**src/provider_median_tracker_core_macros.svh**
```systemverilog
// Assertion macros shared by the provider median tracker RTL.
`ifndef PROVIDER_MEDIAN_TRACKER_CORE_MACROS_SVH
`define PROVIDER_MEDIAN_TRACKER_CORE_MACROS_SVH

// Same-cycle implication, sampled on clk_i, off during reset.
`define PMT_ASSERT_IMPL(lbl, ante, cons) \
  lbl: assert property (@(posedge clk_i) disable iff (!rst_ni) (ante) |-> (cons)) \
    else $error("assertion failed");

// Next-cycle implication, sampled on clk_i, off during reset.
`define PMT_ASSERT_NEXT(lbl, ante, cons) \
  lbl: assert property (@(posedge clk_i) disable iff (!rst_ni) (ante) |=> (cons)) \
    else $error("assertion failed");

`endif

```
**src/pmt_ram.sv**
```systemverilog
// Simple dual-port RAM: one write port, one read port with registered data.
module pmt_ram #(
  parameter int DEPTH = 32,
  parameter int AW    = 5,
  parameter int DW    = 64
) (
  input  logic          clk_i,
  input  logic          we_i,
  input  logic [AW-1:0] waddr_i,
  input  logic [DW-1:0] wdata_i,
  input  logic          re_i,
  input  logic [AW-1:0] raddr_i,
  output logic [DW-1:0] rdata_o
);

  logic [DW-1:0] mem [DEPTH];
  logic [DW-1:0] rdata_q;

  always_ff @(posedge clk_i) begin
    if (we_i) begin
      mem[waddr_i] <= wdata_i;
    end
  end

  always_ff @(posedge clk_i) begin
    if (re_i) begin
      rdata_q <= mem[raddr_i];
    end
  end

  assign rdata_o = rdata_q;

endmodule

```
**config.mk**
```make
export PLATFORM = sky130hd
export DESIGN_NAME = pmt_ram
export DESIGN_NICKNAME = d
export VERILOG_FILES = /design/src/provider_median_tracker_core_macros.svh /design/src/pmt_ram.sv
export SDC_FILE = /design/constraint.sdc
export NUM_CORES = 2
export LEC_CHECK = 0
export ABC_AREA = 1
export BUFFER_PORTS_ARGS = -buffer_cell sky130_fd_sc_hd__buf_2
export CAP_MARGIN = 20
export CORE_ASPECT_RATIO = 1.5
export CORE_MARGIN = 4
export CORE_UTILIZATION = 35
export CTS_CLUSTER_DIAMETER = 40
export CTS_CLUSTER_SIZE = 10
export DETAILED_ROUTE_END_ITERATION = 16
export GPL_TIMING_DRIVEN = 0
export HOLD_SLACK_MARGIN = 0.12
export PLACE_DENSITY = 0.48
export SKIP_LAST_GASP = 1
export SYNTH_ARGS = -nofsm -noshare
export SYNTH_HDL_FRONTEND = slang
export SYNTH_SLANG_ARGS = --single-unit
```
**constraint.sdc**
```tcl
create_clock -name clk_i -period 5.2 [get_ports clk_i]
set_clock_uncertainty 0.1 [all_clocks]
set_input_delay 0 -clock clk_i [delete_from_list [all_inputs] [get_ports clk_i]]
set_output_delay 0 -clock clk_i [all_outputs]
set_load 0.02 [all_outputs]
```
## Word level (Yosys, flattened, before mapping)

Memory sizes are Yosys's and may differ from the RTL's. A register that Yosys moved wholly into a read port is not among the register bits.
Index checks and enable logic that the tools add are counted.

| storage, ports and cells | value |
|---|---|
| register bits | 0 |
| memory bits (writable) | 2048 |
| memories | 1 |
| output and inout bits | 64 |

Memory list:

| name | words | width | read ports | clocked after Yosys merged registers in | write ports | line | text |
|---|---|---|---|---|---|---|---|
| mem | 32 | 64 | 1 | 1 | 1 | pmt_ram.sv:16 | `logic [DW-1:0] mem [DEPTH];` |

| operators by class | value |
|---|---|
| mux-type cells | 2 |

Operators by type and width:

| kind | count |
|---|---|
| 1-bit two-way mux | 2 |

## Longest topological paths before layout

| logic depth | value |
|---|---|
| depth after elaboration | 2 |
| gate-level depth with buffers | 12 |

## Worst setup path after synthesis

No wires, ideal clock.

| path | value |
|---|---|
| path type | in2reg |
| from | input port waddr_i[0] |
| to | memory mem[0][0], enable pin |
| buffers on the path | 0 |
| arrival | 2977 ps |
| stages | 3 |
| setup slack | 1636 ps |
| data required time | 4614 ps |
| library setup time | 486 ps |
| cells stage by stage | inv_1 > nand3_1 > nor2_1 |

RTL lines:

| item | line | text |
|---|---|---|
| start, declared | pmt_ram.sv:9 | `input logic [AW-1:0] waddr_i,` |
| end, declared | pmt_ram.sv:16 |  |

Straight into the memory's write port.

==> metrics.md <==
| Metric | Value |
|---|---|
| Sequential share of power | `between 40 and 50%` |
| Worst reg2reg path endpoint | `rdata_o[61]$_DFFE_PP_` |
| Critical path startpoint | `raddr_i[3]` |
| Synthesis-to-finish area growth | `20.78%` |
| Leakage power | `~36 nW` |
| Synth cell count leaders | `nand2_1, edfxtp_1, nand3_1, buf_2, clkbuf_1` |
| Clock Pin Slew Worst Setup and Hold Paths | `0.05 ns` |
| Fin crit period | `between 2 and 3 ns` |
| Reg2Reg Depth | `6` |
| Reg2reg start | `mem[2][61]$_DFFE_PP_` |
| Combinational share of power | `slightly below 7%` |
| Full die area | `between 200000 and 250000 um^2` |
| Final Core Density | `42.52%` |
| Status | `finished, final reports clean` |
| H-tree levels | `5` |
| Crit path capture | `rdata_o[0]$_DFFE_PP_` |
| Final Max Slew Viols | `0` |
| Rows | `between 200 and 250` |
| Die width | `just over 400 um` |
| Iter 0 DRT Violations | `between 5000 and 6000` |
| TNS Setup | `0 ns` |
| Fraction of layout cells with a size suffix above 1 | `between 10% and 20%` |
| Vias in the first global route | `roughly 57000` |
| I/O pin total | `around 140` |
| Die Span Y | `roughly 600 um` |
| Post-DP HPWL | `~230000 um` |
| Kind of critical path | `input pin to flip-flop` |
| Sw Share | `between 20 and 25%` |
| Final setup fails | `0` |
| Fill cell count | `between 20000 and 25000` |
| Achievable Freq | `0.3498 GHz` |
| I/O Buffers | `~140` |
| Antenna Nets Post-Route | `0` |
| EDFF count, synth | `roughly 2100` |
| DR WL/cell | `31.56 um` |
| Antenna violations before repair | `14` |
| PwrDens | `around 400 nW/um^2` |
| Sequential share of the synthesized area | `75.83%` |
| Endpoint class of the critical path | `flip-flop` |
| Number of CTS-inserted buffers | `285` |
| Synthesized area | `around 84000 um^2` |
| Clock sink total | `~2100` |
| Synth async-reset ratio | `0%` |
| FF/Latch Area | `between 60000 and 70000 um^2` |
| #FFs+latches synth | `roughly 2100` |
| Total number of vias | `58410` |
| Vias per Instance | `roughly 5.5` |
| Syn Inst Count | `roughly 6800` |
| Psw | `0.009394 W` |
| Clock buffer depth | `4` |
| 1st-pass router iterations | `8` |
| Critical Path Source Type | `input pin` |
| MaxCap Viol Count | `0` |
| Req. time, crit path | `~5.6 ns` |
| CTS root buf | `clkbuf_16` |
| Nets | `roughly 7500` |
| HP Class | `input pin to flip-flop` |
| Worst R2R Setup Slack | `approximately 3.4 ns` |
| Tcrit/Tclk final | `between 50% and 60%` |
| Total GRT Usage | `approximately a quarter` |
| Synth warn | `0` |
| Pint | `roughly 0.031 W` |
| RSZ-0062 raised after global routing | `false` |
| First-pass GRT wire length | `between 400000 and 500000 um` |
| Drt total wl | `roughly 340000 um` |
| Most used standard cell by instance count after synthesis | `nand2_1` |
| Initial Util | `a little over a third` |
| Worst-Margin Slew | `approximately 1.3 ns` |
| Cell area after layout | `101000 um^2` |
| Congestion Overflow GR | `0` |
| Area contributors post-synth | `edfxtp_1, nand3_1, nand2_1, buf_2, clkbuf_1` |
| Clk_lat worst skew | `between 0.8 and 0.9 ns` |
| Area post-placement | `slightly above 90000 um^2` |
| Leading area contributor after synthesis | `edfxtp_1` |
| Final hold vios | `0` |
| Largest net degree at the start of global routing | `35` |
| Yosys top cell area share | `roughly three quarters` |
| Slew Limit Headroom | `between 10% and 20%` |
| Cell variety after synth | `12` |
| Clk network pwr share | `between 40% and 50%` |
| Placer Congestion | `~0.82` |
| Syn nets | `slightly below 7000` |
| CTS tree | `done` |
| CP Max Fanout | `10` |
| DRC errors left | `0` |
| Worst Path Arrival | `between 3 and 4 ns` |
| Area taken by multi-input logic gates | `18290 um^2` |
| Mean Syn Cell Area | `12.36 um^2` |
| Top FF cell, synth | `edfxtp_1` |
| Core Area | `237600 um^2` |
| Hold path depth | `2` |
| Peak VDD IR | `approximately 280 uV` |
[area by class of cell]
| cell class | instances | area share [%] |
|---|---|---|
| diodes | 7 | 0.01734 |
| well taps | 3094 | 3.833 |
| multi-input cells | 4208 | 18.11 |
| plain buffers | 438 | 2.102 |
| clock buffers | 319 | 7.419 |
| clock inverters | 101 | 1.195 |
| flip-flops and latches | 2112 | 62.79 |
| repair buffers | 363 | 4.501 |
| inverters | 10 | 0.03964 |
[power by group through the flow]
stage,combinational [W],sequential (W),clock [W]
after detailed placement,0.00271,0.0194,0
final,0.00277,0.0191,0.0187
after global routing,0.00291,0.0191,0.0196
after floorplan,0.00115,0.0195,0
after global placement,0.00259,0.0195,0
after CTS,0.00276,0.0191,0.0189
[cell usage in the layout (no fill, tap or decap)]
cell,n
clkinvlp_4,4
inv_1,7
clkinv_1,33
bufinv_16,26
buf_16,22
buf_12,111
clkbuf_1,105
buf_8,20
buf_6,4
clkinv_2,22
dlygate4sd3_1,73
clkinv_4,3
nor2_4,32
inv_6,10
clkbuf_16,296
clkinv_8,3
buf_1,49
edfxtp_1,2112
diode_2,7
buf_4,29
nand3_1,1800
nand2_1,2376
inv_4,1
buf_2,411
inv_2,2
[kinds of logic (layout without fill, tap and decap cells)]
family                 after synthesis  after routing  share of synthesized area [%]
and+or+nand+nor                   4208           4208                          21.58
DFF                               2112           2112                          75.83
buffers and inverters              448           1231                          2.587
other                                0              7                              0
[timing repair]
action                    4_1_cts  5_1_grt
resized for setup               0        0
hold buffers                   73        0
hold endpoints to repair     2608        0
setup buffers                   0        0
[worst max-delay path: stages]
cell	delay, ns
dlygate4sd3_1	0.52
buf_2	0.17
clkbuf_1	0.86
buf_1	0.96
nand3_1	0.23
nand3_1	0.30
nand2_1	0.21
[worst min-delay path by stage]
stage	start	end	slack [ns]
floorplan	wdata_i[0]	mem[0][0]$_DFFE_PP_	-0.001
global placement	rdata_o[48]$_DFFE_PP_	rdata_o[48]	0.35
detailed placement	rdata_o[28]$_DFFE_PP_	rdata_o[28]	0.35
CTS	wdata_i[59]	mem[16][59]$_DFFE_PP_	0.12
global route	wdata_i[48]	mem[23][48]$_DFFE_PP_	0.18
finish	re_i	rdata_o[5]$_DFFE_PP_	0.15
[flip-flops by register name, indices dropped and copies added (netlist names)]
signal	cells
rdata_o	64
mem	2048
[through the flow]
step                      total power, W  hold WS, ns  setup WS [ns]  cells
final                            0.04055       0.1517          2.341  10650
after CTS                        0.04071       0.1212          2.506  10650
after global placement           0.02204       0.3491         -4.531   9999
after global routing             0.04157       0.1840          2.409  10650
after detailed placement         0.02213       0.3451          2.084  10150
after floorplan                  0.02063    -0.001131          1.636   6768
[metal layers]
metal | up-vias | track usage (%) | routed length, um
met5 | - | 0 | 37
met4 | 8 | 13.59 | 19900
met3 | 836 | 3.690 | 21720
met2 | 2802 | 49.02 | 176300
met1 | 29370 | 29.43 | 118300
li1 | 25390 | - | -
(Power assumes the default switching activity.)
