## config.mk

```make
export PLATFORM = sky130hd
export DESIGN_NAME = pmt_ctrl_flat
export DESIGN_NICKNAME = d
export VERILOG_FILES = /design/src/provider_median_tracker_core_macros.svh /design/src/pmt_pkg.sv /design/src/pmt_if.sv /design/src/pmt_ctrl.sv /design/src/flat_wrapper.sv
export SDC_FILE = /design/constraint.sdc
export NUM_CORES = 1
export LEC_CHECK = 0
export ABC_AREA = 1
export BUFFER_PORTS_ARGS = -buffer_cell sky130_fd_sc_hd__clkbuf_2
export CAP_MARGIN = 15
export CORE_MARGIN = 5
export CORE_UTILIZATION = 52
export CTS_BUF_LIST = sky130_fd_sc_hd__clkbuf_8
export DETAILED_ROUTE_END_ITERATION = 10
export PLACE_DENSITY = 0.89
export SYNTH_ARGS = -nofsm -noshare
export SYNTH_HDL_FRONTEND = slang
export SYNTH_SLANG_ARGS = --single-unit
```

## constraint.sdc

```tcl
create_clock -name clk_i -period 6.3 [get_ports clk_i]
set_input_delay 0.63 -clock clk_i [delete_from_list [all_inputs] [get_ports clk_i]]
set_output_delay 0.63 -clock clk_i [all_outputs]
set_load 0.01 [all_outputs]
```

## src/provider_median_tracker_core_macros.svh

```systemverilog
// Assertion macros shared by the provider median tracker RTL.
`ifndef PROVIDER_MEDIAN_TRACKER_CORE_MACROS_SVH
`define PROVIDER_MEDIAN_TRACKER_CORE_MACROS_SVH

// Same-cycle implication, sampled on clk_i, off during reset.
`define PMT_ASSERT_IMPL(lbl, ante, cons) \
  lbl: assert property (@(posedge clk_i) disable iff (!rst_ni) (ante) |-> (cons)) \
    else $error("assertion failed");

// Next-cycle implication, sampled on clk_i, off during reset.
`define PMT_ASSERT_NEXT(lbl, ante, cons) \
  lbl: assert property (@(posedge clk_i) disable iff (!rst_ni) (ante) |=> (cons)) \
    else $error("assertion failed");

`endif

```

## src/pmt_pkg.sv

```systemverilog
// Package with constants, types and state codes of the provider median tracker.
package pmt_pkg;

  localparam int DEF_MAX_PROVIDERS = 32;
  localparam int DEF_VALUE_WIDTH   = 64;
  localparam int IDX_W             = 5;
  localparam int COUNT_W           = 6;
  localparam int CFG_DATA_W        = 64;
  localparam int CFG_IDX_W         = 1;

  localparam logic [CFG_IDX_W-1:0] CFG_COUNT = 1'b0;
  localparam logic [CFG_IDX_W-1:0] CFG_INIT  = 1'b1;

  typedef enum logic [3:0] {
    S_FILL,
    S_IDLE,
    S_PV,
    S_FIND,
    S_UP,
    S_DN,
    S_MED0,
    S_MED1,
    S_MED2,
    S_DONE
  } pmt_state_e;

  typedef struct packed {
    logic filling;
    logic busy;
  } pmt_stat_t;

endpackage

```

## src/pmt_if.sv

```systemverilog
// Valid/ready stream interfaces for the input and result channels.
interface pmt_in_if #(
  parameter int VALUE_WIDTH = 64
);
  logic                   valid;
  logic                   ready;
  logic [4:0]             provider_index;
  logic [VALUE_WIDTH-1:0] new_value;

  modport source (output valid, provider_index, new_value, input ready);
  modport sink   (input valid, provider_index, new_value, output ready);
endinterface

interface pmt_out_if #(
  parameter int VALUE_WIDTH = 64
);
  logic                   valid;
  logic                   ready;
  logic [VALUE_WIDTH-1:0] median_value;
  logic                   bad_provider;

  modport source (output valid, median_value, bad_provider, input ready);
  modport sink   (input valid, median_value, bad_provider, output ready);
endinterface

```

## src/pmt_ctrl.sv

```systemverilog
// Sequencer: refill sweep, provider lookup, sorted-list shift and median read.
module pmt_ctrl import pmt_pkg::*; #(
  parameter int MAX_PROVIDERS = DEF_MAX_PROVIDERS,
  parameter int VALUE_WIDTH   = DEF_VALUE_WIDTH,
  parameter int AW            = 5,
  parameter int NW            = 6
) (
  input  logic                   clk_i,
  input  logic                   rst_ni,
  input  logic                   cfg_wr_i,
  input  logic [NW-1:0]          n_i,
  input  logic [VALUE_WIDTH-1:0] init_i,
  pmt_in_if.sink                 in_if,
  pmt_out_if.source              out_if,
  output logic                   pv_we_o,
  output logic [AW-1:0]          pv_waddr_o,
  output logic [VALUE_WIDTH-1:0] pv_wdata_o,
  output logic                   pv_re_o,
  output logic [AW-1:0]          pv_raddr_o,
  input  logic [VALUE_WIDTH-1:0] pv_rdata_i,
  output logic                   s_we_o,
  output logic [AW-1:0]          s_waddr_o,
  output logic [VALUE_WIDTH-1:0] s_wdata_o,
  output logic                   s_re_o,
  output logic [AW-1:0]          s_raddr_o,
  input  logic [VALUE_WIDTH-1:0] s_rdata_i,
  output pmt_stat_t              stat_o
);

  localparam int CW = (NW > IDX_W) ? NW : IDX_W;
  localparam logic [AW-1:0] LAST = AW'(MAX_PROVIDERS - 1);

  pmt_state_e state_q, state_d;
  logic [AW-1:0]          fill_q, fill_d;
  logic [AW-1:0]          k_q, k_d;
  logic [AW-1:0]          idx_q, idx_d;
  logic [VALUE_WIDTH-1:0] val_q, val_d;
  logic [VALUE_WIDTH-1:0] old_q, old_d;
  logic [VALUE_WIDTH-1:0] hi_q, hi_d;
  logic [VALUE_WIDTH-1:0] median_q, median_d;
  logic                   out_valid_q, out_valid_d;
  logic [VALUE_WIDTH-1:0] out_med_q, out_med_d;
  logic                   out_bad_q, out_bad_d;

  logic          slot_free, accept, bad_in, pv_eq, s_eq, go_up, up_more, dn_more, odd;
  logic [NW-1:0] k1, mid;

  assign slot_free    = !out_valid_q || out_if.ready;
  assign in_if.ready  = (state_q == S_IDLE) && slot_free;
  assign accept       = in_if.valid && in_if.ready;
  assign bad_in       = CW'(in_if.provider_index) >= CW'(n_i);
  assign pv_eq        = pv_rdata_i == val_q;
  assign s_eq         = s_rdata_i == old_q;
  assign go_up        = val_q > old_q;
  assign k1           = NW'(k_q) + NW'(1);
  assign up_more      = (k1 < n_i) && (s_rdata_i < val_q);
  assign dn_more      = (k_q != '0) && (s_rdata_i > val_q);
  assign odd          = n_i[0];
  assign mid          = n_i >> 1;

  assign out_if.valid        = out_valid_q;
  assign out_if.median_value = out_med_q;
  assign out_if.bad_provider = out_bad_q;

  assign stat_o.filling = state_q == S_FILL;
  assign stat_o.busy    = state_q != S_IDLE;

  // Next state.
  always_comb begin
    state_d = state_q;
    unique case (state_q)
      S_FILL: if (fill_q == LAST) state_d = S_IDLE;
      S_IDLE: if (accept && !bad_in) state_d = S_PV;
      S_PV:   state_d = pv_eq ? S_DONE : S_FIND;
      S_FIND: if (s_eq) state_d = go_up ? S_UP : S_DN;
      S_UP:   if (!up_more) state_d = S_MED0;
      S_DN:   if (!dn_more) state_d = S_MED0;
      S_MED0: state_d = S_MED1;
      S_MED1: state_d = odd ? S_DONE : S_MED2;
      S_MED2: state_d = S_DONE;
      S_DONE: if (slot_free) state_d = S_IDLE;
      default: state_d = S_FILL;
    endcase
    if (cfg_wr_i) state_d = S_FILL;
  end

  // Datapath and memory ports.
  always_comb begin
    fill_d      = fill_q;
    k_d         = k_q;
    idx_d       = idx_q;
    val_d       = val_q;
    old_d       = old_q;
    hi_d        = hi_q;
    median_d    = median_q;
    out_valid_d = out_valid_q && !out_if.ready;
    out_med_d   = out_med_q;
    out_bad_d   = out_bad_q;
    pv_we_o     = 1'b0;
    pv_waddr_o  = idx_q;
    pv_wdata_o  = val_q;
    pv_re_o     = 1'b0;
    pv_raddr_o  = AW'(in_if.provider_index);
    s_we_o      = 1'b0;
    s_waddr_o   = k_q;
    s_wdata_o   = val_q;
    s_re_o      = 1'b0;
    s_raddr_o   = AW'(k1);
    unique case (state_q)
      S_FILL: begin
        pv_we_o    = 1'b1;
        pv_waddr_o = fill_q;
        pv_wdata_o = init_i;
        s_we_o     = 1'b1;
        s_waddr_o  = fill_q;
        s_wdata_o  = init_i;
        fill_d     = fill_q + AW'(1);
        median_d   = init_i;
      end
      S_IDLE: begin
        pv_re_o = 1'b1;
        if (accept) begin
          idx_d = AW'(in_if.provider_index);
          val_d = in_if.new_value;
          if (bad_in) begin
            out_valid_d = 1'b1;
            out_bad_d   = 1'b1;
            out_med_d   = median_q;
          end
        end
      end
      S_PV: begin
        if (!pv_eq) begin
          old_d     = pv_rdata_i;
          pv_we_o   = 1'b1;
          k_d       = '0;
          s_re_o    = 1'b1;
          s_raddr_o = '0;
        end
      end
      S_FIND: begin
        s_re_o = 1'b1;
        if (s_eq) begin
          s_raddr_o = go_up ? AW'(k1) : (k_q - AW'(1));
        end else begin
          k_d = k_q + AW'(1);
        end
      end
      S_UP: begin
        s_we_o = 1'b1;
        if (up_more) begin
          // Shift the larger neighbor down one slot.
          s_wdata_o = s_rdata_i;
          k_d       = k_q + AW'(1);
          s_re_o    = 1'b1;
          s_raddr_o = k_q + AW'(2);
        end
      end
      S_DN: begin
        s_we_o = 1'b1;
        if (dn_more) begin
          s_wdata_o = s_rdata_i;
          k_d       = k_q - AW'(1);
          s_re_o    = 1'b1;
          s_raddr_o = k_q - AW'(2);
        end
      end
      S_MED0: begin
        s_re_o    = 1'b1;
        s_raddr_o = AW'(mid);
      end
      S_MED1: begin
        if (odd) begin
          median_d = s_rdata_i;
        end else begin
          hi_d      = s_rdata_i;
          s_re_o    = 1'b1;
          s_raddr_o = AW'(mid - NW'(1));
        end
      end
      S_MED2: begin
        median_d = (s_rdata_i >> 1) + (hi_q >> 1) +
                   VALUE_WIDTH'(s_rdata_i[0] & hi_q[0]);
      end
      S_DONE: begin
        if (slot_free) begin
          out_valid_d = 1'b1;
          out_bad_d   = 1'b0;
          out_med_d   = median_q;
        end
      end
      default: ;
    endcase
    if (cfg_wr_i) fill_d = '0;
  end

  always_ff @(posedge clk_i or negedge rst_ni) begin
    if (!rst_ni) begin
      state_q     <= S_FILL;
      fill_q      <= '0;
      out_valid_q <= 1'b0;
    end else begin
      state_q     <= state_d;
      fill_q      <= fill_d;
      out_valid_q <= out_valid_d;
    end
  end

  always_ff @(posedge clk_i) begin
    k_q       <= k_d;
    idx_q     <= idx_d;
    val_q     <= val_d;
    old_q     <= old_d;
    hi_q      <= hi_d;
    median_q  <= median_d;
    out_med_q <= out_med_d;
    out_bad_q <= out_bad_d;
  end

endmodule

```

## src/flat_wrapper.sv

```systemverilog
// flat-port wrapper written by rule: the top's interface ports become plain ports
module pmt_ctrl_flat import pmt_pkg::*;
#(
  parameter int MAX_PROVIDERS = DEF_MAX_PROVIDERS,
  parameter int VALUE_WIDTH   = DEF_VALUE_WIDTH,
  parameter int AW            = 5,
  parameter int NW            = 6
)
  (clk_i, rst_ni, cfg_wr_i, n_i, init_i, pv_we_o, pv_waddr_o, pv_wdata_o, pv_re_o, pv_raddr_o, pv_rdata_i, s_we_o, s_waddr_o, s_wdata_o, s_re_o, s_raddr_o, s_rdata_i, stat_o, in_if_valid, in_if_provider_index, in_if_new_value, in_if_ready, out_if_valid, out_if_median_value, out_if_bad_provider, out_if_ready);
  pmt_in_if #(.VALUE_WIDTH(VALUE_WIDTH)) in_if_i ();
  pmt_out_if #(.VALUE_WIDTH(VALUE_WIDTH)) out_if_i ();
  input  logic clk_i;
  input  logic rst_ni;
  input  logic cfg_wr_i;
  input  logic [NW-1:0] n_i;
  input  logic [VALUE_WIDTH-1:0] init_i;
  output logic pv_we_o;
  output logic [AW-1:0] pv_waddr_o;
  output logic [VALUE_WIDTH-1:0] pv_wdata_o;
  output logic pv_re_o;
  output logic [AW-1:0] pv_raddr_o;
  input  logic [VALUE_WIDTH-1:0] pv_rdata_i;
  output logic s_we_o;
  output logic [AW-1:0] s_waddr_o;
  output logic [VALUE_WIDTH-1:0] s_wdata_o;
  output logic s_re_o;
  output logic [AW-1:0] s_raddr_o;
  input  logic [VALUE_WIDTH-1:0] s_rdata_i;
  output pmt_stat_t stat_o;
  input wire logic [$bits(in_if_i.valid)-1:0] in_if_valid;
  input wire logic [$bits(in_if_i.provider_index)-1:0] in_if_provider_index;
  input wire logic [$bits(in_if_i.new_value)-1:0] in_if_new_value;
  output wire logic [$bits(in_if_i.ready)-1:0] in_if_ready;
  output wire logic [$bits(out_if_i.valid)-1:0] out_if_valid;
  output wire logic [$bits(out_if_i.median_value)-1:0] out_if_median_value;
  output wire logic [$bits(out_if_i.bad_provider)-1:0] out_if_bad_provider;
  input wire logic [$bits(out_if_i.ready)-1:0] out_if_ready;
  assign in_if_i.valid = in_if_valid;
  assign in_if_i.provider_index = in_if_provider_index;
  assign in_if_i.new_value = in_if_new_value;
  assign in_if_ready = in_if_i.ready;
  assign out_if_valid = out_if_i.valid;
  assign out_if_median_value = out_if_i.median_value;
  assign out_if_bad_provider = out_if_i.bad_provider;
  assign out_if_i.ready = out_if_ready;
  pmt_ctrl #(.MAX_PROVIDERS(MAX_PROVIDERS), .VALUE_WIDTH(VALUE_WIDTH), .AW(AW), .NW(NW)) u_core (.clk_i(clk_i), .rst_ni(rst_ni), .cfg_wr_i(cfg_wr_i), .n_i(n_i), .init_i(init_i), .in_if(in_if_i), .out_if(out_if_i), .pv_we_o(pv_we_o), .pv_waddr_o(pv_waddr_o), .pv_wdata_o(pv_wdata_o), .pv_re_o(pv_re_o), .pv_raddr_o(pv_raddr_o), .pv_rdata_i(pv_rdata_i), .s_we_o(s_we_o), .s_waddr_o(s_waddr_o), .s_wdata_o(s_wdata_o), .s_re_o(s_re_o), .s_raddr_o(s_raddr_o), .s_rdata_i(s_rdata_i), .stat_o(stat_o));
endmodule
```

# Word-level counts from Yosys, hierarchy flattened
# Cells that the tools add are included.
[classes]
magnitude_cmp = 5
n_reduce_logical = 25
bitwise = 3
n_addsub = 9
muxes = 53
eq_ne = 27
[op_table]
columns = ["cell", "n"]
rows = [
  ["64-bit two-way mux", 7],
  ["64-bit one-hot mux with 3 select lines", 2],
  ["64-bit == test", 2],
  ["64-bit > comparator", 2],
  ["64-bit one-hot mux with 2 select lines", 1],
  ["5-bit two-way mux", 14],
  ["63-bit by 63-bit adder with 64-bit output", 1],
  ["64-bit adder", 1],
  ["64-bit less-than comparator", 1],
  ["4-bit one-hot mux with 10 select lines", 1],
  ["4-bit two-way mux", 8],
  ["5-bit one-hot mux with 6 select lines", 1],
  ["5-bit one-hot mux with 4 select lines", 1],
  ["4-bit by 3-bit == test with 1-bit output, second input constant", 4],
  ["1-bit two-way mux", 14],
  ["5-bit by 1-bit adder with 5-bit output, second input constant", 2],
  ["2-bit by 1-bit inequality test with 1-bit output, second input constant", 5],
  ["5-bit by 1-bit subtractor with 5-bit output, second input constant", 2],
  ["3-bit by 2-bit inequality test with 1-bit output, second input constant", 3],
  ["3-bit inequality test, second input constant", 3],
  ["4-bit by 2-bit == test with 1-bit output, second input constant", 2],
  ["4-bit == test, second input constant", 2],
  ["2-bit AND reduction", 4],
  ["5-bit by 1-bit adder with 6-bit output, second input constant", 1],
  ["other kinds (25)", 38],
]
[totals]
wordCells = 133
register_bits = 341

# Depth between registers and ports, before layout
# Gate-level depths: netlist of the first run.
[logic_depth]
ltp_word = 8
ltp_mapped = 23
depth_no_buf = 22

# Worst setup path after synthesis of the first run
# OpenSTA, ideal clock, no wires.
[synth_timing]
path_kind = "flip-flop to flip-flop"
from = "register u_core.state_q[0]"
to = "register u_core.out_bad_q, in the netlist u_core.out_if.bad_provider (enable)"
n_path_buf = 0
path_stages_with_launch = 8
path_slack_ps = -285
arrival_ps = 6076
cell_sequence = "dfrtp_1 inv_1 nor2_1 inv_1 nor2_1 and3_1 a21oi_1 a21oi_1"
[synth_via]
elab_chain_cells = 5
[synth_lines]
columns = ["element", "line", "text"]
rows = [
  ["start, declared", "pmt_ctrl.sv:33", "pmt_state_e state_q, state_d;"],
  ["start signal, assigned", "pmt_ctrl.sv:203", "state_q <= state_d;"],
  ["4-bit by 1-bit == test with 1-bit output", "pmt_ctrl.sv:49, pmt_ctrl.sv:109", ""],
  ["1-bit logical AND", "pmt_ctrl.sv:49", "assign in_if.ready = (state_q == S_IDLE) && slot_free;"],
  ["1-bit logical AND", "pmt_ctrl.sv:50", "assign accept = in_if.valid && in_if.ready;"],
  ["2-bit by 1-bit inequality test with 1-bit output (no line)", "-", ""],
  ["4-bit AND reduction (no line) *", "-", ""],
  ["end signal, assigned", "pmt_ctrl.sv:217", "out_bad_q <= out_bad_d;"],
  ["end, declared", "pmt_ctrl.sv:43", "logic out_bad_q, out_bad_d;"],
]
# Mark *: on every way between the ends. The rest lies on a longest branch, timed or not.
# A chain may end at the register's enable or synchronous reset.

# Worst setup path in the final report of the first run
[layout_timing]
from = "register u_core.k_q[0]"
to = "output port s_wdata_o[62]"
[layout_via]
elab_chain_cells = 5
[layout_lines]
columns = ["element", "line", "text"]
rows = [
  ["start, declared", "pmt_ctrl.sv:35", "logic [AW-1:0] k_q, k_d;"],
  ["start signal, assigned", "pmt_ctrl.sv:210", "k_q <= k_d;"],
  ["5-bit by 1-bit adder with 6-bit output", "pmt_ctrl.sv:55", "assign k1 = NW'(k_q) + NW'(1);"],
  ["6-bit less-than comparator", "pmt_ctrl.sv:56", "assign up_more = (k1 < n_i) && (s_rdata_i < val_q);"],
  ["1-bit logical AND", "pmt_ctrl.sv:56", ""],
  ["64-bit two-way mux", "pmt_ctrl.sv:151", "if (up_more) begin"],
  ["64-bit one-hot mux with 3 select lines *", "pmt_ctrl.sv:109", "unique case (state_q)"],
  ["end, declared", "flat_wrapper.sv:25", "output logic [VALUE_WIDTH-1:0] s_wdata_o;"],
]
# Marked as above.

==> results.json, run 1 <==
{
  "status": "finished, final reports clean",
  "io_pins": 493,
  "drive_gt1_frac": 0.1998,
  "routed_via_density": 5.716,
  "crit_slowest_cell": "nand2_2",
  "finalWirelength_mm": 90.08,
  "min_path_type": "input port to flop",
  "cts_resized": 0,
  "worst_slew_pin_slew_ps": 1036,
  "finalHoldViolCount": 0,
  "multiInputGateArea_um2": 12330,
  "relSlewSlack": 0.3094,
  "setup-tns-final_ps": 0,
  "critPathLaunchType": "flop",
  "start_util": 0.5240,
  "dp_worst_setup_slack_ps": 1911,
  "synth-edff-count": 331,
  "drt-initial-drc-count": 2559,
  "hpwl_mm": 72.16,
  "drc": 0,
  "cts_buffers": 59,
  "path_clk_slew_ps": 70,
  "setup_slack_ps": 1337,
  "die_y_um": 226.4,
  "synthesis.area_um2": 24340,
  "leakage_nw": 13.17,
  "synth_nets": 3398,
  "max_cap_viol_count": 0,
  "setup_viol": 0,
  "antenna_found_initial": 12,
  "reg2reg_depth": 6,
  "max_stage_delay_ps": 670,
  "ant_nets": 0,
  "ir_drop_v": 0.0006684,
  "root_buffer": "clkbuf_8",
  "fillers": 4109,
  "cp_num_buf_inv": 3,
  "arrival_ps": 4330,
  "drtPass1Iterations": 8,
  "power.density_nw_per_um2": 364.0,
  "area_growth_pct": 17.09,
  "path_max_fanout": 29,
  "grt_setup_unrepaired": "no",
  "syn_inst": 2915,
  "fin_skew_ps": 38.01,
  "slew_viol_final": 0,
  "nNetsFinal": 3912,
  "rr_startpoint": "u_core.state_q[3]",
  "die_area_um2": 51240,
  "holdBufCountCts": 1,
  "timing.fmax_mhz": 201.5,
  "gp_congestion": 1.022,
  "h-tree-depth": 2,
  "rows": 79,
  "cts.sinks": 341,
  "ys_async_sr_fraction": 0.02933,
  "period_needed_ps": 4963,
  "required_ps": 5670,
  "finalCritPeriodShare": 0.7877,
  "synth_flop_cell": "edfxtp_1",
  "reg2reg_slack_ps": 2670,
  "path_cells": "ha_1 -> nand3_1 -> xor2_1 -> inv_1 -> ha_1 -> nand4_1 -> o221a_2 -> nand4_1 -> nand2_2 -> buf_4 -> a21boi_0 -> nand2_1 -> clkbuf_2",
  "core_um2": 46460,
  "startpoint": "u_core.k_q[0]",
  "postSynthAreaPerCell_um2": 8.351,
  "synth-seq-area-share": 0.4186,
  "grt_pass1_vias": 22763,
  "endpoint": "s_wdata_o[62]",
  "clkLatencyLatePin_ps": 670,
  "grt_max_degree": 70,
  "cp_top_family": "simple AND/OR/NAND/NOR gates",
  "grt_pass1_wl_mm": 132.4,
  "clock_path_buffers": 3,
  "ys_types": 57,
  "port_buffers": 492,
  "routedWlPerCell_um": 22.03,
  "gr-total-overflow": 0,
  "grtUsageTotal": 0.3391,
  "cp-end-kind": "output port",
  "vias": 23371,
  "ys_ff_latch": 341,
  "criticalPathCategory": "flop to output port",
  "critical_path_depth": 13,
  "synth_warnings": 0,
  "rr_endpoint": "u_core.median_q[44]",
  "die_w_um": 226.4,
  "post_cts_buffers": 0,
  "cts_tree": "built",
  "seqCellArea_um2": 10190
}
cells in the mapped netlist (all sizes together) (2+ instances only):
library cell	n	area [um^2]
nand2	685	2725
inv	402	1511
edfxtp	331	9940
nor2	317	1207
a21oi	238	1266
ha	209	2615
o21ai	142	710.7
nand3	111	565.5
o21bai	73	548.0
xor2	69	604.3
xnor2	58	508.0
nand4	42	281.5
o211ai	31	232.7
buf	29	264.0
a21boi	27	202.7
nor3	27	146.4
clkbuf	26	97.59
a21o	15	112.6
o21a	11	82.58
a31oi	10	62.56
dfrtp	10	250.2
o221ai	9	78.83
nand3b	7	52.55
o22ai	6	37.54
or2	6	37.54
nor4	4	25.02
a211oi	3	22.52
and3	3	20.02
a221oi	2	17.52
fa	2	40.04
registers in the layout (all words and copies together), names as in the netlist, 4 cells and up:
| signal | flops |
|---|---|
| u_core.state_q | 4 |
| u_core.val_q | 64 |
| u_core.old_q | 64 |
| u_core.idx_q | 5 |
| u_core.out_if.median_value | 64 |
| u_core.fill_q | 5 |
| u_core.k_q | 5 |
| u_core.hi_q | 64 |
| u_core.median_q | 64 |
where the power goes:
| group | switching [mW] | leakage [nW] | total (mW) | internal, mW |
|---|---|---|---|---|
| sequential | 0.299 | 3.20 | 3.47 | 3.17 |
| combinational | 3.36 | 9.35 | 4.93 | 1.57 |
| clock | 0.975 | 0.626 | 1.97 | 0.996 |
| total | 4.64 | 13.2 | 10.4 | 5.74 |
how the worst min path moves through the flow:
stage               slack [ps]           startpoint                              to  depth (start not counted)
floorplan                  330               rst_ni                u_core.fill_q[0]                          0
global placement           400  u_core.median_q[32]  u_core.out_if.median_value[32]                          0
detailed placement         400  u_core.median_q[41]  u_core.out_if.median_value[41]                          0
CTS                         80   in_if_new_value[4]                 u_core.val_q[4]                          1
global route               100  in_if_new_value[13]                u_core.val_q[13]                          1
finish                     130  in_if_new_value[15]                u_core.val_q[15]                          1
logic make-up (layout without fill, tap and decap cells):
family,after synthesis,count (layout),share of synthesized area
buffers and inverters,458,1021,0.07710
adders and majority gates,211,211,0.1091
xor gates and xnor gates,127,127,0.04570
other,0,4,0
and+or+nand+nor,1205,1205,0.2087
AOI/OAI and AO/OA,573,573,0.1408
DFF,341,341,0.4186
cell type report:
cell class | instances | area share
clock buffer | 62 | 0.02994
antenna | 4 | 0.0003512
clock inverter | 48 | 0.009263
multi-input combinational | 2116 | 0.4324
timing repair buffer | 508 | 0.09069
tap | 607 | 0.02665
sequential | 341 | 0.3575
inverter | 403 | 0.05316
through the flow:
stage                     hold WS, ps  instances  cell area, um^2  utilization  power (mW)
after floorplan                 334.4       2915            24350            -       6.460
after global placement          401.2       3974            27370       0.5890       8.253
after detailed placement        404.5       3974            27370       0.5890       8.349
after CTS                       81.45       4085            28490       0.6133       10.33
after global routing            104.3       4088            28500       0.6135       10.92
final                           133.3       4089            28500       0.6135       10.37
layer usage:
| metal | up-vias | part of all wire | global-route usage |
|---|---|---|---|
| li1 | 10878 | - | - |
| met2 | 1338 | 0.46 | 0.5448 |
| met1 | 10950 | 0.40 | 0.4569 |
| met4 | 16 | 0.038 | 0.1219 |
| met3 | 189 | 0.11 | 0.07289 |
| met5 | - | 0.0011 | 0 |
cells in the final DEF, fill, tap and decap left out, types with 69 or more instances in the layout:
cell type,n
nand2_1,629
clkbuf_2,492
inv_1,408
edfxtp_1,331
nor2_1,307
a21oi_1,217
ha_1,209
o21ai_0,139
nand3_1,109
o21bai_1,73
xor2_1,69
Power figures use the tool's default switching activity.
==> inputs of run 2 (changes only) <==
==> constraint.sdc (replaced) <==
create_clock -name clk_i -period 4.5 [get_ports clk_i]
set_input_delay 0.45 -clock clk_i [delete_from_list [all_inputs] [get_ports clk_i]]
set_output_delay 0.45 -clock clk_i [all_outputs]
set_load 0.01 [all_outputs]
==> results.json, run 2 (synthesis results as in run 1) <==
{
  "status": "finished, final reports clean",
  "p_switching_mw": 6.848,
  "ir_drop_v": 0.0004887,
  "final_cell_mix": "nand2_1 (629), clkbuf_2 (492), inv_1 (403)",
  "power_frac_clock": 0.220,
  "fin_skew_ps": 51.70,
  "start_util": 0.5240,
  "seqPwrFrac": 0.313,
  "p_sw_frac": 0.4404,
  "rr_startpoint": "u_core.state_q[3]",
  "rows": 79,
  "grt_setup_unrepaired": "no",
  "routed_via_density": 5.832,
  "grtUsageTotal": 0.3653,
  "crit_slowest_cell": "edfxtp_1",
  "slew_viol_final": 0,
  "core_um2": 46460,
  "rr_endpoint": "u_core.hi_q[61]",
  "critical_path_depth": 16,
  "post_cts_buffers": 0,
  "setup-tns-final_ps": 0,
  "setup_slack_ps": 194.0,
  "routedWlPerCell_um": 22.87,
  "grt_pass1_wl_mm": 142.8,
  "h-tree-depth": 2,
  "period_needed_ps": 4306,
  "leakage_nw": 13.90,
  "cts_tree": "built",
  "cp_num_buf_inv": 3,
  "worst_slew_pin_slew_ps": 1098,
  "layout.cells.non_filler": 4234,
  "ant_nets": 0,
  "combPwrFrac": 0.466,
  "drtPass1Iterations": 8,
  "min_path_type": "input port to flop",
  "reg2reg_depth": 6,
  "cp-end-kind": "output port",
  "grt_max_degree": 71,
  "die_w_um": 226.4,
  "layout_commonest_cell": "nand2_1",
  "min_path_cells": 1,
  "required_ps": 4050,
  "port_buffers": 492,
  "setup_viol": 0,
  "max_cap_viol_count": 0,
  "crit_top_cell": "nand2_1",
  "placedCellCount": 3980,
  "fillers": 3754,
  "path_cells": "inv_1 -> ha_1 -> nand2_1 -> nor3_4 -> and2b_1 -> nand3b_1 -> nor2_2 -> nor2_2 -> nand2_1 -> nand2_1 -> nand2_2 -> inv_4 -> nand2_8 -> nand2_1 -> nand2_1 -> clkbuf_2",
  "die_area_um2": 51240,
  "path_clk_slew_ps": 90,
  "gr-total-overflow": 0,
  "die_y_um": 226.4,
  "clock_path_buffers": 3,
  "area_growth_pct": 24.19,
  "power.density_nw_per_um2": 514.4,
  "vias": 24691,
  "critPathLaunchType": "flop",
  "reg2reg_slack_ps": 1090,
  "antenna_found_initial": 10,
  "dp_worst_setup_slack_ps": 645.8,
  "relSlewSlack": 0.2677,
  "io_pins": 493,
  "startpoint": "u_core.val_q[31]",
  "arrival_ps": 3860,
  "finalHoldViolCount": 0,
  "clkLatencyLatePin_ps": 690,
  "finalWirelength_mm": 96.82,
  "cts_buffers": 60,
  "max_stage_delay_ps": 480,
  "internal-power_mw": 8.701,
  "nNetsFinal": 4051,
  "timing.fmax_mhz": 232.2,
  "grt_pass1_vias": 24601,
  "endpoint": "s_wdata_o[18]",
  "path_max_fanout": 32,
  "cts.sinks": 341,
  "gp_congestion": 1.062,
  "drc": 0,
  "hpwl_mm": 73.27,
  "cp_top_family": "simple AND/OR/NAND/NOR gates",
  "finalCritPeriodShare": 0.9569,
  "drive_gt1_frac": 0.1993,
  "drt-initial-drc-count": 2976,
  "root_buffer": "clkbuf_8",
  "criticalPathCategory": "flop to output port"
}
==> run 2: per-layer routing <==
layer	wire length (um)	global-route usage
met3	11720	0.08584
met1	36210	0.4753
met2	43170	0.5727
met4	5703	0.1879
met5	21	0
==> run 2: what timing repair did <==
action	in CTS	in global routing
gates cloned	1	0
hold buffers	132	0
endpoints found under the setup margin	1	66
gates resized for setup	0	10
hold endpoints to repair	141	0
pin swaps	1	0
==> run 2: area by class of cell <==
class                           instances  area [um^2]  share of cell area
Multi-Input combinational cell       2117        12370              0.4090
Sequential cell                       341        10190              0.3371
Timing Repair Buffer                  645         3983              0.1317
Inverter                              403         1515             0.05012
Clock buffer                           67        922.1             0.03050
Tap cell                              607        759.5             0.02512
Clock inverter                         45        473.0             0.01565
Antenna cell                            9        22.52           0.0007450
==> run 2: power groups by stage <==
| stage | Combinational, mW | Clock (mW) | Sequential (mW) |
|---|---|---|---|
| global placement | 6.69 | 0 | 4.87 |
| detailed placement | 6.80 | 0 | 4.90 |
| finish | 7.25 | 3.43 | 4.87 |
| global route | 7.76 | 3.59 | 4.91 |
| floorplan | 4.20 | 0 | 4.81 |
| CTS | 7.00 | 3.44 | 4.84 |
==> run 2: how the worst min path moves through the flow <==
| stage | from | end | slack, ps |
|---|---|---|---|
| after floorplan | rst_ni | u_core.fill_q[0] | 150 |
| after detailed placement | rst_ni | u_core.out_if.valid | 330 |
| final | pv_rdata_i[55] | u_core.old_q[55] | 60 |
| after global routing | pv_rdata_i[55] | u_core.old_q[55] | 30 |
| after CTS | pv_rdata_i[55] | u_core.old_q[55] | 1 |
| after global placement | rst_ni | u_core.out_if.valid | 330 |
==> run 2: metrics by stage <==
stage               hold WS [ps]  utilization  area (um^2)  power [mW]
global placement           327.2       0.5905        27440       11.56
detailed placement         332.6       0.5905        27440       11.69
finish                     56.50       0.6507        30230       15.55
CTS                        1.425       0.6493        30160       15.28
floorplan                  154.4            -        24350       9.006
global route               30.46       0.6506        30230       16.26
